**src/sv/nnis_pkg.sv**
```systemverilog
// Shared types and constants for the nearest-neighbor image scaler.
// Holds geometry, widths, register codes and the queue entry format.
// No dependencies; imported by every module of the scaler.
`default_nettype none

package nnis_pkg;

    // Source store geometry and fixed-point format
    localparam int MAX_SRC_W = 128;
    localparam int MAX_SRC_H = 128;
    localparam int FRAC_BITS = 16;

    // Fixed field widths of the ports
    localparam int SIZE_W  = 8;
    localparam int OUT_W   = 12;
    localparam int DEST_W  = 13;
    localparam int CHAN_W  = 8;
    localparam int COLOR_W = 3 * CHAN_W;
    localparam int IDX_W   = 14;

    // Derived widths
    localparam int SW_W   = $clog2(MAX_SRC_W + 1);
    localparam int SH_W   = $clog2(MAX_SRC_H + 1);
    localparam int SZ_W   = (SW_W > SH_W) ? SW_W : SH_W;
    localparam int SX_W   = (MAX_SRC_W > 1) ? $clog2(MAX_SRC_W) : 1;
    localparam int SY_W   = (MAX_SRC_H > 1) ? $clog2(MAX_SRC_H) : 1;
    localparam int STEP_W = SZ_W + FRAC_BITS;
    localparam int ACC_W  = OUT_W + STEP_W;
    localparam int INT_W  = ACC_W - FRAC_BITS;
    localparam int DIV_CNT_W = $clog2(STEP_W + 1);

    localparam int STORE_DEPTH = MAX_SRC_W * MAX_SRC_H;
    localparam int ADDR_W      = (STORE_DEPTH > 1) ? $clog2(STORE_DEPTH) : 1;

    // Stream widths, padded to whole bytes
    localparam int S_TDATA_W = ((IDX_W + COLOR_W + 7) / 8) * 8;
    localparam int M_TDATA_W = ((2 * DEST_W + COLOR_W + 7) / 8) * 8;

    // Configuration port
    localparam int REG_W     = 12;
    localparam int REG_IDX_W = 3;

    // Queue between front and back
    localparam int QUEUE_DEPTH = 4;
    localparam int QPTR_W      = $clog2(QUEUE_DEPTH);
    localparam int QCNT_W      = $clog2(QUEUE_DEPTH + 1);

    typedef enum logic [REG_IDX_W-1:0] {
        REG_SRC_W = 3'd0,
        REG_SRC_H = 3'd1,
        REG_OUT_W = 3'd2,
        REG_OUT_H = 3'd3,
        REG_ORG_X = 3'd4,
        REG_ORG_Y = 3'd5
    } t_reg_idx;

    typedef enum logic {
        REQ_LOAD = 1'b0,
        REQ_EMIT = 1'b1
    } t_req;

    // Effective geometry after size clamping
    typedef struct packed {
        logic [SW_W-1:0]  src_w;
        logic [SH_W-1:0]  src_h;
        logic [OUT_W-1:0] out_w;
        logic [OUT_W-1:0] out_h;
        logic [OUT_W-1:0] org_x;
        logic [OUT_W-1:0] org_y;
    } t_geom;

    // One classified operation
    typedef struct packed {
        t_req               kind;
        logic [IDX_W-1:0]   idx;
        logic [COLOR_W-1:0] color;
        logic [SX_W-1:0]    sx;
        logic [SY_W-1:0]    sy;
        logic [DEST_W-1:0]  dest_x;
        logic [DEST_W-1:0]  dest_y;
        logic               last;
    } t_op;

endpackage

`default_nettype wire

```
**src/sv/nnis_div.sv**
```systemverilog
// Restoring divider, one quotient bit per cycle, for the fixed-point steps.
// Depends on nnis_pkg for widths and the fixed-point format.
`default_nettype none

module nnis_div (
    input  wire logic                        i_clk,
    input  wire logic                        i_rst_n,
    input  wire logic                        i_start,
    input  wire logic [nnis_pkg::STEP_W-1:0] i_dividend,
    input  wire logic [nnis_pkg::OUT_W-1:0]  i_divisor,
    output logic                             o_busy,
    output logic [nnis_pkg::STEP_W-1:0]      o_quot
);
    import nnis_pkg::*;

    logic [STEP_W-1:0]    r_q, n_q;
    logic [OUT_W:0]       r_rem, n_rem;
    logic [OUT_W-1:0]     r_dvs;
    logic [DIV_CNT_W-1:0] r_cnt, n_cnt;
    logic [OUT_W:0]       trial;

    // Shift one dividend bit into the remainder and try a subtract
    always_comb begin
        trial = {r_rem[OUT_W-1:0], r_q[STEP_W-1]};
        n_q   = r_q;
        n_rem = r_rem;
        n_cnt = r_cnt;
        if (i_start) begin
            n_q   = i_dividend;
            n_rem = '0;
            n_cnt = DIV_CNT_W'(STEP_W);
        end else if (r_cnt != '0) begin
            n_cnt = r_cnt - 1'b1;
            if (trial >= {1'b0, r_dvs}) begin
                n_rem = trial - {1'b0, r_dvs};
                n_q   = {r_q[STEP_W-2:0], 1'b1};
            end else begin
                n_rem = trial;
                n_q   = {r_q[STEP_W-2:0], 1'b0};
            end
        end
    end

    // Quotient resets to the step of a one-pixel source over a one-pixel output
    always_ff @(posedge i_clk) begin
        if (!i_rst_n) begin
            r_q   <= STEP_W'(1) << FRAC_BITS;
            r_cnt <= '0;
        end else begin
            r_q   <= n_q;
            r_cnt <= n_cnt;
        end
    end

    // Hold divisor and remainder
    always_ff @(posedge i_clk) begin
        r_rem <= n_rem;
        if (i_start) begin
            r_dvs <= i_divisor;
        end
    end

    assign o_busy = (r_cnt != '0);
    assign o_quot = r_q;

endmodule

`default_nettype wire

```
**config.mk**
```make
export PLATFORM = sky130hd
export DESIGN_NAME = nnis_div
export DESIGN_NICKNAME = d
export VERILOG_FILES = /design/src/sv/nnis_pkg.sv /design/src/sv/nnis_div.sv
export SDC_FILE = /design/constraint.sdc
export NUM_CORES = 1
export LEC_CHECK = 0
export CORE_MARGIN = 1.5
export CORE_UTILIZATION = 60
export CTS_BUF_LIST = sky130_fd_sc_hd__clkbuf_8
export CTS_CLUSTER_SIZE = 25
export DETAILED_ROUTE_END_ITERATION = 8
export DONT_BUFFER_PORTS = 1
export GPL_TIMING_DRIVEN = 1
export PLACE_DENSITY = 0.76
export SLEW_MARGIN = 5
export SYNTH_ARGS = -nofsm -noshare
export SYNTH_HDL_FRONTEND = slang
export SYNTH_SLANG_ARGS = --single-unit
```
**constraint.sdc**
```tcl
create_clock -name i_clk -period 6.2 [get_ports i_clk]
set_input_delay 0.31 -clock i_clk [delete_from_list [all_inputs] [get_ports i_clk]]
set_output_delay 0.31 -clock i_clk [all_outputs]
set_load 0.03 [all_outputs]
```
**Word level (Yosys, flattened, before mapping)**

Index checks and enable logic that the tools add are counted.

- Bits in registers: 53
- Bits of input ports: 39
- Output and inout bits: 25
- Word-level logic and storage cells: 18

- $add $sub $neg: 2
- $lt $le $gt $ge: 1
- Multiplexer cells: 6
- Bitwise logic cells: 1
- Reduce and logical (&&, ||, !) cells: 3

Operator list:

| operator | count |
|---|---|
| $mux W24 | 2 |
| $ge A13 B12 Y1 | 1 |
| $mux W12 | 1 |
| $sub A12 B12 Y12 | 1 |
| $mux W5 | 2 |
| $reduce_bool A5 Y1 | 1 |
| $sub A5 B1 Y5 const B | 1 |
| $reduce_bool A2 Y1 | 1 |
| $reduce_or A2 Y1 | 1 |
| $mux W1 | 1 |
| $not A1 Y1 | 1 |

**Logic depth before layout (Yosys ltp)**

Gate-level depths: netlist of the first run.

- Depth after elaboration: 4
- Mapped depth: 10
- Gate-level depth less buffers: 10

**Least setup slack after synthesis of the first run**

Ideal clock, no wire load.

- Path type: reg-to-reg
- Start: register r_q[23], in the netlist o_quot[23]
- End: register r_rem[8]
- Setup time: 59 ps
- Arrival: 2340 ps
- Required time: 6141 ps
- Slack: 3800 ps
- Stages on the path, launching flop included: 11
- Path buffers: 0
- Clock period less this slack: 2400 ps
- Path through: dfxtp_1 > inv_1 > ha_1 > inv_1 > fa_1 > a211oi_1 > o21bai_1 > a2111oi_0 > o21ai_0 > a21bo_2 > nand2_1

- Longest elaborated chain between the ends: 2
- Elaborated cells on any way between the ends: 3
- Those cells by class: add/sub: 1; order compare: 1; mux: 1

RTL lines:

| what | RTL line | source |
|---|---|---|
| from (decl) | nnis_div.sv:16 | `logic [STEP_W-1:0] r_q, n_q;` |
| from (signal assigned) | nnis_div.sv:47 | `r_q <= STEP_W'(1) << FRAC_BITS;` |
| from (signal assigned) | nnis_div.sv:50 | `r_q <= n_q;` |
| $sub A12 B12 Y12 or $ge A13 B12 Y1 (tied branches) | nnis_div.sv:35, nnis_div.sv:34 |  |
| $mux W12 (*) | nnis_div.sv:34 | `if (trial >= {1'b0, r_dvs}) begin` |
| to (signal assigned) | nnis_div.sv:57 | `r_rem <= n_rem;` |
| to (decl) | nnis_div.sv:17 | `logic [OUT_W:0] r_rem, n_rem;` |

Mark *: on every way between the ends. The rest lies on a longest branch, timed or not.
A chain may end at the register's enable or synchronous reset.

**Final worst setup path of the first run**

Ends and elaborated chain as after synthesis.

==> results of run 1 <==
-- placed cells by master, fill, tap and decap left out, drive strengths merged, types with 3 or more instances in the layout --
| master | n |
|---|---|
| o31a | 3 |
| nor2 | 15 |
| inv | 18 |
| nand3 | 4 |
| o211a | 4 |
| a21oi | 48 |
| a211oi | 11 |
| ha | 13 |
| a21o | 3 |
| nor2b | 22 |
| edfxtp | 12 |
| dfxtp | 41 |
| mux2i | 7 |
| clkbuf | 5 |
| xnor2 | 9 |
| clkinv | 3 |
| or3 | 3 |
| o211ai | 5 |
| and3 | 4 |
| o21ai | 9 |
| nand2 | 51 |
-- per-layer routing --
| layer | vias up | share of wire | GRT usage |
|---|---|---|---|
| met2 | 53 | 0.47 | 0.381 |
| met3 | 6 | 0.047 | 0.0597 |
| met4 | 0 | 0.0079 | 0.0692 |
| met1 | 1023 | 0.47 | 0.288 |
| li1 | 1128 | - | - |
| met5 | - | 0 | 0 |
-- registers in the layout, indices dropped and copies added (netlist names) --
name and cells:
o_quot 24, r_cnt 5, r_dvs 12, r_rem 12
-- worst reg2reg max path, stage by stage, from the launching register on --
cell       delay, ns
dfxtp_1         0.43
inv_1           0.13
ha_1            0.23
inv_1           0.07
fa_1            0.42
a211oi_1        0.25
o21bai_1        0.15
a2111oi_0       0.49
o21ai_0         0.18
a21bo_2         0.21
nand2_1         0.04
-- logic make-up after synthesis --
kind of cell / Yosys count / share of synthesized area
AO/OA/AOI/OAI: 97 / 0.225
XOR/XNOR: 10 / 0.0306
adder cells (fa/ha/maj): 14 / 0.0638
buffers and inverters: 36 / 0.0528
flip-flops: 53 / 0.412
multiplexers: 7 / 0.0245
AND/OR/NAND/NOR: 109 / 0.191
-- metrics by stage --
step	hold WS [ns]	instance area, sq um	total power, W	util	instances
6_report	0.0741	2960	0.00109	0.661	370
4_1_cts	0.0642	2960	0.00109	0.661	370
3_3_place_gp	0.375	2870	0.000890	0.641	362
3_5_place_dp	0.392	2870	0.000898	0.641	362
5_1_grt	0.0594	2960	0.00116	0.661	370
2_1_floorplan	0.409	2870	0.000847	-	326
-- layout make-up --
cell class | instances | area [sq um]
clock buffers | 5 | 68.8
repair buffers | 2 | 15.0
multi-input cells | 237 | 1540
flip-flops and latches | 53 | 1180
clock inverters | 3 | 16.3
inverters | 18 | 67.6
fillers | 389 | 1520
well taps | 52 | 65.1
-- cells in the mapped netlist, types with 2 or more instances --
cell type / number / area, sq um
a32oi_1: 2 / 17.5
a21o_1: 3 / 22.5
nor2_1: 14 / 52.6
nand2_1: 51 / 191
o31a_4: 2 / 35.0
or3_1: 3 / 18.8
a21oi_1: 48 / 240
nor2b_1: 21 / 131
nand4_1: 2 / 12.5
o21ai_0: 8 / 40.0
edfxtp_1: 12 / 360
a211oi_1: 10 / 75.1
mux2i_1: 7 / 70.1
ha_1: 13 / 163
o211ai_1: 5 / 37.5
or2_2: 2 / 12.5
o211a_1: 4 / 40.0
nor3_1: 2 / 10.0
and3_1: 4 / 25.0
inv_1: 17 / 63.8
o21ba_2: 2 / 20.0
xnor2_1: 9 / 78.8
a21bo_2: 2 / 20.0
dfxtp_1: 41 / 821
clkbuf_1: 16 / 60.1
nand3_1: 4 / 20.0
-- power by group through the flow --
stage          clock network (W)  registers [W]  logic (W)
2_1_floorplan                  0       0.000463   0.000384
3_5_place_dp                   0       0.000474   0.000424
4_1_cts                 0.000196       0.000467   0.000427
3_3_place_gp                   0       0.000473   0.000417
5_1_grt                 0.000207       0.000476   0.000477
6_report                0.000190       0.000468   0.000428
-- path summary, 6_finish.rpt --
| check | endpoint | slack [ns] |
|---|---|---|
| worst min register to register | r_cnt[0] | 0.49 |
| worst max-delay path | r_rem[8] | 3.54 |
| worst min-delay path | r_rem[3] | 0.07 |
| worst max register to register | r_rem[8] | 3.54 |
==> metrics.yaml, run 1 <==
outcome:
  status: "complete, no violations"
floorplan:
  fp.dieH_um: 72.1
  initial_utilization: 0.640
  row_count: 24
  core-area_sq_mm: 0.00447
  ioPinCount: 64
  fp.dieArea_sq_mm: 0.00520
  die_w_um: 72.1
synthesis:
  synth.avg_cell_area_sq_um: 8.79
  seq_area_frac_synth: 0.412
  synthesis.area_sq_mm: 0.00287
  synth_ff_type: "dfxtp_1"
  synth_fp_nets: 379
  netlist-cell-type-count: 48
  netlist_instances: 326
  yosysWarnings: 0
  async_reset_ff_frac: 0
  synth_edf_count: 12
  synth-seq-cells: 53
worst_setup_path:
  cpMostUsedCell: "inv_1"
  cpLargestDelayFamily: "compound AO/OA/AOI/OAI gates"
  r2r_start: "o_quot[23]"
  critical_path_class: "reg -> reg"
  cp.required_ns: 6.45
  crit_path_start: "o_quot[23]"
  cp.depth: 10
  worstSetupStartpointType: "flop"
  crit_chain: "inv_1 > ha_1 > inv_1 > fa_1 > a211oi_1 > o21bai_1 > a2111oi_0 > o21ai_0 > a21bo_2 > nand2_1"
  worstPathMaxFanout: 3
  path_buf_inv: 2
  slowest_delay_ns: 0.49
  reg2reg_depth: 10
  cp.arrival_ns: 2.90
  end_kind: "flop"
  cp_slowest_cell: "a2111oi_0"
route:
  dr.pass1.iters: 5
  vias: 2210
  initialDrtViolationCount: 106
  wl_per_cell_um: 15.1
  vias_per_cell: 5.97
  antenna_left: 0
  drc_errors: 0
  routed_wl_um: 5600
power:
  clkPwrFrac: 0.175
  intPower_w: 0.000676
  sw_frac_of_total: 0.377
  combPwrFrac: 0.394
  p_leak_nw: 1.23
  p_sw_w: 0.000409
  pwr-share-seq: 0.431
  ir_drop_v: 0.000211
  power.density_mw_per_mm2: 367
flow_run:
  cap_violations: 0
clocking:
  cts_tree: "done"
  cts-htree-levels: 2
  clk_pin_slew_ns: 0.09
  numCtsBuffers: 5
  insertion_delay_ns: 0.30
  postCtsSetupBuffers: 0
  cts_resized: 0
  cts_root_buf: "clkbuf_8"
  holdBufCountCts: 0
  cts.sinks: 53
  clockBufferDepth: 2
timing:
  finClkSkew_ns: 0.00592
  drv_slew: 0
  worstMarginPinSlew_ns: 0.506
  min_period_over_period: 0.428
  setup_viol: 0
  hold_viol_final: 0
  rsz0062_at_grt: "false"
  slew_headroom: 0.661
  timing.final.crit_period_ns: 2.66
  fin_ws_ns: 3.54
  setup-tns-final_ns: 0
  max_freq_mhz: 377
placed_design:
  portBuffers: 0
  dp_hpwl_um: 3830
  place_ws_ns: 3.57
  place.gp.congestion: 0.865
layout:
  layout.nets: 370
  drive_above_1_share: 0.0786
  diodes: 0
  area_delta_synth_final_pct: 3.14
grt:
  overflow: 0
  grt_max_degree: 64
  grt_usage: 0.227
  antenna_found_initial: 0
  grt_pass1_wl_um: 9560
  grt_pass1_vias: 2200
min_path:
  worstHoldPathType: "in -> reg"
  hold-path-cell-count: 1
  hp-start: "i_start"
Power figures use the tool's default switching activity.
==> run 2: changes to the inputs <==
- CORE_UTILIZATION: 60 -> 59
- PLACE_DENSITY: 0.76 -> 0.78
- clock period: 6.2 -> 2.4 ns (I/O delays scaled with it)
==> metrics.yaml, run 2 (synthesis results as in run 1) <==
timing:
  timing.final.crit_period_ns: 2.33  # was 2.66 ns
  finClkSkew_ns: 0.0106  # was 0.00592 ns
  min_period_over_period: 0.971  # was 0.428
  hold_viol_final: 0  # unchanged
  max_freq_mhz: 429  # was 377 MHz
  fin_ws_ns: 0.0691  # was 3.54 ns
  worstMarginPinSlew_ns: 0.774  # was 0.506 ns
  setup_viol: 0  # unchanged
  drv_slew: 0  # unchanged
  slew_headroom: 0.483  # was 0.661
grt:
  grt_usage: 0.247  # was 0.227
  grt_max_degree: 42  # was 64
  grt_pass1_vias: 2374  # was 2200
  grt_pass1_wl_um: 10300  # was 9560 um
  antenna_found_initial: 0  # unchanged
  overflow: 0  # unchanged
worst_setup_path:
  r2r_start: "o_quot[23]"  # unchanged
  cp-endpoint: "r_rem[8]"  # unchanged
  crit_path_start: "o_quot[23]"  # unchanged
  worstPathMaxFanout: 3  # unchanged
  r2r_end: "r_rem[8]"  # unchanged
  critical_path_class: "reg -> reg"  # unchanged
  end_kind: "flop"  # unchanged
  reg2reg_depth: 10  # unchanged
  rrSetupSlack_ns: 0.07  # was 3.54 ns
  cp.required_ns: 2.65  # was 6.45 ns
  worstSetupStartpointType: "flop"  # unchanged
  cp.arrival_ns: 2.58  # was 2.90 ns
min_path:
  worstHoldPathType: "in -> reg"  # unchanged
  hold-path-cell-count: 2  # was 1
outcome:
  status: "complete, no violations"  # unchanged
clocking:
  cts-htree-levels: 2  # unchanged
  insertion_delay_ns: 0.31  # was 0.30 ns
  numCtsBuffers: 5  # unchanged
  cts_root_buf: "clkbuf_8"  # unchanged
  cts_tree: "done"  # unchanged
  clockBufferDepth: 2  # unchanged
  postCtsSetupBuffers: 0  # unchanged
  clk_pin_slew_ns: 0.10  # was 0.09 ns
  cts.sinks: 53  # unchanged
floorplan:
  initial_utilization: 0.611  # was 0.640
  fp.dieArea_sq_mm: 0.00528  # was 0.00520 sq mm
  fp.dieH_um: 72.7  # was 72.1 um
  ioPinCount: 64  # unchanged
  die_w_um: 72.7  # was 72.1 um
  row_count: 25  # was 24
  core-area_sq_mm: 0.00469  # was 0.00447 sq mm
placed_design:
  place.gp.congestion: 0.830  # was 0.865
  place_ws_ns: 0.0913  # was 3.57 ns
  dp_hpwl_um: 3880  # was 3830 um
  portBuffers: 0  # unchanged
  dp_cells: 369  # was 362
route:
  vias: 2406  # was 2210
  wl_per_cell_um: 15.7  # was 15.1 um
  initialDrtViolationCount: 125  # was 106
  vias_per_cell: 5.81  # was 5.97
  antenna_left: 0  # unchanged
  routed_wl_um: 6500  # was 5600 um
  drc_errors: 0  # unchanged
  dr.pass1.iters: 4  # was 5
layout:
  area_delta_synth_final_pct: 18.8  # was 3.14%
  final_common_cell: "nand2_1"  # unchanged
  layout.nets: 412  # was 370
  drive_above_1_share: 0.100  # was 0.0786
  fin_cells: 414  # was 370
  layout_common_cells: "nand2_1 (51), a21oi_1 (48), dfxtp_1 (41)"  # unchanged
  diodes: 0  # unchanged
  largest_reg_flops: 24  # unchanged
flow_run:
  cap_violations: 0  # unchanged
power:
  power.density_mw_per_mm2: 874  # was 367 mW/mm^2
  p_leak_nw: 1.43  # was 1.23 nW
  ir_drop_v: 0.000602  # was 0.000211 V
-- run 2: where the power goes --
part | internal (W) | switching [W] | leakage, nW | total (W)
clock network | 0.000208 | 0.000306 | 0.0481 | 0.000514
registers | 0.00104 | 0.000160 | 0.456 | 0.00120
logic | 0.000586 | 0.000673 | 0.926 | 0.00126
total | 0.00184 | 0.00114 | 1.43 | 0.00298
-- run 2: how the worst min path moves through the flow --
stage / end / slack [ns] / startpoint
after floorplan: r_dvs[0] / 0.22 / i_divisor[0]
after global placement: o_quot[16] / 0.19 / i_rst_n
after detailed placement: o_quot[16] / 0.19 / i_rst_n
after CTS: o_quot[2] / 0.006 / i_dividend[2]
after global routing: o_quot[2] / 0.02 / i_dividend[2]
final: o_quot[2] / 0.004 / i_dividend[2]
-- run 2: stage by stage --
stage	instance area, sq um	setup TNS (ns)	util	power [W]	hold WS (ns)
detailed placement	2910	0	0.620	0.00234	0.187
floorplan	2870	0	-	0.00219	0.219
global route	3400	-0.151	0.726	0.00317	0.0171
finish	3400	0	0.726	0.00298	0.00425
CTS	3380	0	0.721	0.00293	0.00555
global placement	2910	0	0.620	0.00231	0.186
-- run 2: what timing repair did --
| action | in CTS | in global routing |
|---|---|---|
| hold buffers | 37 | 0 |
| gates resized for setup | 0 | 6 |
| endpoints found under the setup margin | 0 | 7 |
| endpoints found under the hold margin | 58 | 0 |
-- run 2: cell type report --
cell class / count / area, sq um
multi-input combinational: 237 / 1560
fill: 340 / 1290
sequential: 53 / 1180
timing repair buffer: 44 / 433
clock buffer: 5 / 68.8
inverter: 18 / 67.6
tap: 54 / 67.6
clock inverter: 3 / 22.5
-- run 2: critical path: stages, from the launching register on --
cell	delay (ns)
dfxtp_1	0.33
inv_1	0.08
ha_1	0.17
inv_1	0.06
fa_1	0.42
a211oi_2	0.32
o21bai_2	0.15
a2111oi_2	0.35
o21ai_0	0.15
a21bo_2	0.20
nand2_1	0.04
-- run 2: metal layers --
metal,track usage,routed length (um),vias to the layer above,share of wire
li1,-,-,1214,-
met1,0.293,2740,1118,0.42
met2,0.437,3420,63,0.53
met3,0.0497,242,11,0.037
met4,0.0964,97,0,0.015
met5,0,0,-,0
==> run 3: changes to the inputs <==
- ABC_AREA: not set -> 1
==> metrics.yaml, run 3 <==
clocking:
  cts_tree: "done"  # unchanged
  cts-htree-levels: 2  # unchanged
  holdBufCountCts: 20  # was 37
  clockBufferDepth: 2  # unchanged
  postCtsSetupBuffers: 0  # unchanged
  insertion_delay_ns: 0.30  # was 0.31 ns
  numCtsBuffers: 5  # unchanged
  cts_resized: 0  # unchanged
  cts_root_buf: "clkbuf_8"  # unchanged
  cts.sinks: 53  # unchanged
  clk_pin_slew_ns: 0.09  # was 0.10 ns
worst_setup_path:
  crit_path_start: "o_quot[23]"  # unchanged
  rrSetupSlack_ns: 0.40  # was 0.07 ns
  cp.arrival_ns: 2.20  # was 2.58 ns
  worstPathMaxFanout: 4  # was 3
  end_kind: "flop"  # unchanged
  worstSetupStartpointType: "flop"  # unchanged
  reg2reg_depth: 12  # was 10
  critical_path_class: "reg -> reg"  # unchanged
  r2r_end: "r_rem[6]"  # was r_rem[8]
  r2r_start: "o_quot[23]"  # unchanged
  cp-endpoint: "r_rem[6]"  # was r_rem[8]
  cp.required_ns: 2.60  # was 2.65 ns
floorplan:
  initial_utilization: 0.621  # was 0.611
  fp.dieH_um: 73.7  # was 72.7 um
  row_count: 25  # unchanged
  die_w_um: 73.7  # was 72.7 um
  core-area_sq_mm: 0.00475  # was 0.00469 sq mm
  fp.dieArea_sq_mm: 0.00543  # was 0.00528 sq mm
  ioPinCount: 64  # unchanged
synthesis:
  post-synth-top-area-fraction: 0.278  # was 0.286
  async_reset_ff_frac: 0  # unchanged
  synthesis.area_sq_mm: 0.00295  # was 0.00287 sq mm
  synth_fp_nets: 438  # was 379
  synth_most_common_cell: "nand2_1"  # unchanged
  netlist_instances: 385  # was 326
  synth_top_area_cell: "dfxtp_1"  # unchanged
  synth.area.top_cells: "dfxtp_1 (28%), nand2_1 (14%), edfxtp_1 (12%)"  # was dfxtp_1 (29%), edfxtp_1 (13%), a21oi_1 (8.4%)
  synth_edf_count: 12  # unchanged
  yosysWarnings: 0  # unchanged
  seq_area_frac_synth: 0.400  # was 0.412
  synth-seq-cells: 53  # unchanged
  synthTopCellsByCount: "nand2_1 (109), nor2_1 (43), inv_1 (42)"  # was nand2_1 (51), a21oi_1 (48), dfxtp_1 (41)
  synth_ff_type: "dfxtp_1"  # unchanged
  netlist-cell-type-count: 36  # was 48
  synth.avg_cell_area_sq_um: 7.66  # was 8.79 sq um
placed_design:
  portBuffers: 0  # unchanged
  placed_cell_area_sq_mm: 0.00298  # was 0.00291 sq mm
  dp_cells: 443  # was 369
  place.gp.congestion: 0.944  # was 0.830
  dp_hpwl_um: 4360  # was 3880 um
layout:
  diodes: 0  # unchanged
  layout_common_cells: "nand2_1 (109), nor2_1 (43), inv_1 (42)"  # was nand2_1 (51), a21oi_1 (48), dfxtp_1 (41)
  fin_cells: 471  # was 414
  final_common_cell: "nand2_1"  # unchanged
  layout.nets: 456  # was 412
  area_delta_synth_final_pct: 10.8  # was 18.8%
  nFillCells: 405  # was 340
  postLayoutCellArea_sq_mm: 0.00327  # was 0.00340 sq mm
  largest_reg_flops: 24  # unchanged
  drive_above_1_share: 0.0965  # was 0.100
timing:
  max_freq_mhz: 500  # was 429 MHz
  drv_slew: 0  # unchanged
  slew_headroom: 0.488  # was 0.483
  finClkSkew_ns: 0.00546  # was 0.0106 ns
  hold_viol_final: 0  # unchanged
  timing.final.crit_period_ns: 2.00  # was 2.33 ns
  setup-tns-final_ns: 0  # unchanged
  holdWs_ns: 0.0189  # was 0.00425 ns
  rsz0062_at_grt: "false"
  min_period_over_period: 0.833  # was 0.971
  worstMarginPinSlew_ns: 0.766  # was 0.774 ns
  setup_viol: 0  # unchanged
grt:
  antenna_found_initial: 0  # unchanged
  grt_pass1_vias: 2396  # was 2374
  grt_usage: 0.248  # was 0.247
  grt_max_degree: 23  # was 42
  grt_pass1_wl_um: 10500  # was 10300 um
  overflow: 0  # unchanged
route:
  vias: 2561  # was 2406
  initialDrtViolationCount: 135  # was 125
  drc_errors: 0  # unchanged
  wl_per_cell_um: 13.3  # was 15.7 um
  antenna_left: 0  # unchanged
  dr.pass1.iters: 4  # unchanged
  vias_per_cell: 5.44  # was 5.81
  routed_wl_um: 6240  # was 6500 um
power:
  power.density_mw_per_mm2: 808  # was 874 mW/mm^2
  ir_drop_v: 0.000537  # was 0.000602 V
  finalPower_w: 0.00264  # was 0.00298 W
  p_leak_nw: 1.53  # was 1.43 nW
outcome:
  status: "complete, no violations"  # unchanged
flow_run:
  cap_violations: 0  # unchanged
min_path:
  worstHoldPathType: "in -> reg"  # unchanged
==> run 3: changes by cell type in the layout (fill, tap and decap cells not counted), sizes merged, moves of 10 or more <==
| cell | delta |
|---|---|
| o221ai | +14 |
| nand2 | +64 |
| a211oi | -10 |
| nor2 | +32 |
| nand4 | +12 |
| a21oi | -37 |
| inv | +31 |
| dlygate4sd3 | -16 |
| nor2b | -22 |
| nand3 | +25 |
==> run 3: worst min-delay path by stage <==
| stage | startpoint | end | slack [ns] | cells past startpoint |
|---|---|---|---|---|
| 6_report | i_dividend[11] | o_quot[11] | 0.02 | 2 |
| 4_1_cts | i_dividend[11] | o_quot[11] | 0.01 | 2 |
| 3_5_place_dp | i_divisor[3] | r_dvs[3] | 0.22 | 0 |
| 2_1_floorplan | i_divisor[0] | r_dvs[0] | 0.22 | 0 |
| 5_1_grt | i_dividend[7] | o_quot[7] | 0.01 | 2 |
| 3_3_place_gp | i_divisor[3] | r_dvs[3] | 0.22 | 0 |
==> run 3: critical path, cell delays in order, from the launching register on <==
cell and delay, ns:
dfxtp_1 0.44, inv_1 0.10, ha_1 0.14, inv_1 0.07, fa_1 0.43, nand3_1 0.11, nand3_1 0.12, nand2_1 0.09
nand2_1 0.07, xnor2_1 0.15, nand2_1 0.06, nand3_1 0.06, nand2_1 0.05
==> run 3: stage by stage <==
stage                     utilization  setup WS, ns
after global routing            0.688         0.194
final                           0.688         0.401
after detailed placement        0.627         0.388
after CTS                       0.688         0.395
after global placement          0.627         0.458
after floorplan                     -         0.575
==> run 3: cell families after synthesis <==
| family | count (synthesis) | share of synthesized area |
|---|---|---|
| xor+xnor | 6 | 0.0178 |
| simple gates | 210 | 0.335 |
| fa+ha+maj | 14 | 0.0619 |
| compound gates | 39 | 0.0967 |
| flops | 53 | 0.400 |
| buf+inv | 63 | 0.0886 |
==> run 3: power breakdown <==
part           total (W)  internal [W]  switching, W
Combinational   0.000945      0.000355      0.000590
Sequential       0.00122       0.00103      0.000185
Clock           0.000479      0.000202      0.000277
==> run 3: routing by layer <==
layer / track usage / share of wire
met5: 0 / 0
met4: 0.0823 / 0.017
met3: 0.0686 / 0.078
met2: 0.419 / 0.47
met1: 0.305 / 0.43
==> run 3: cell type report <==
type | count | area [sq um] | area share
Clock buffer | 5 | 68.8 | 0.0210
Clock inverter | 3 | 17.5 | 0.00536
Inverter | 52 | 195 | 0.0597
Multi-Input combinational cell | 269 | 1510 | 0.461
Sequential cell | 53 | 1180 | 0.361
Tap cell | 67 | 83.8 | 0.0256
Timing Repair Buffer | 22 | 215 | 0.0658
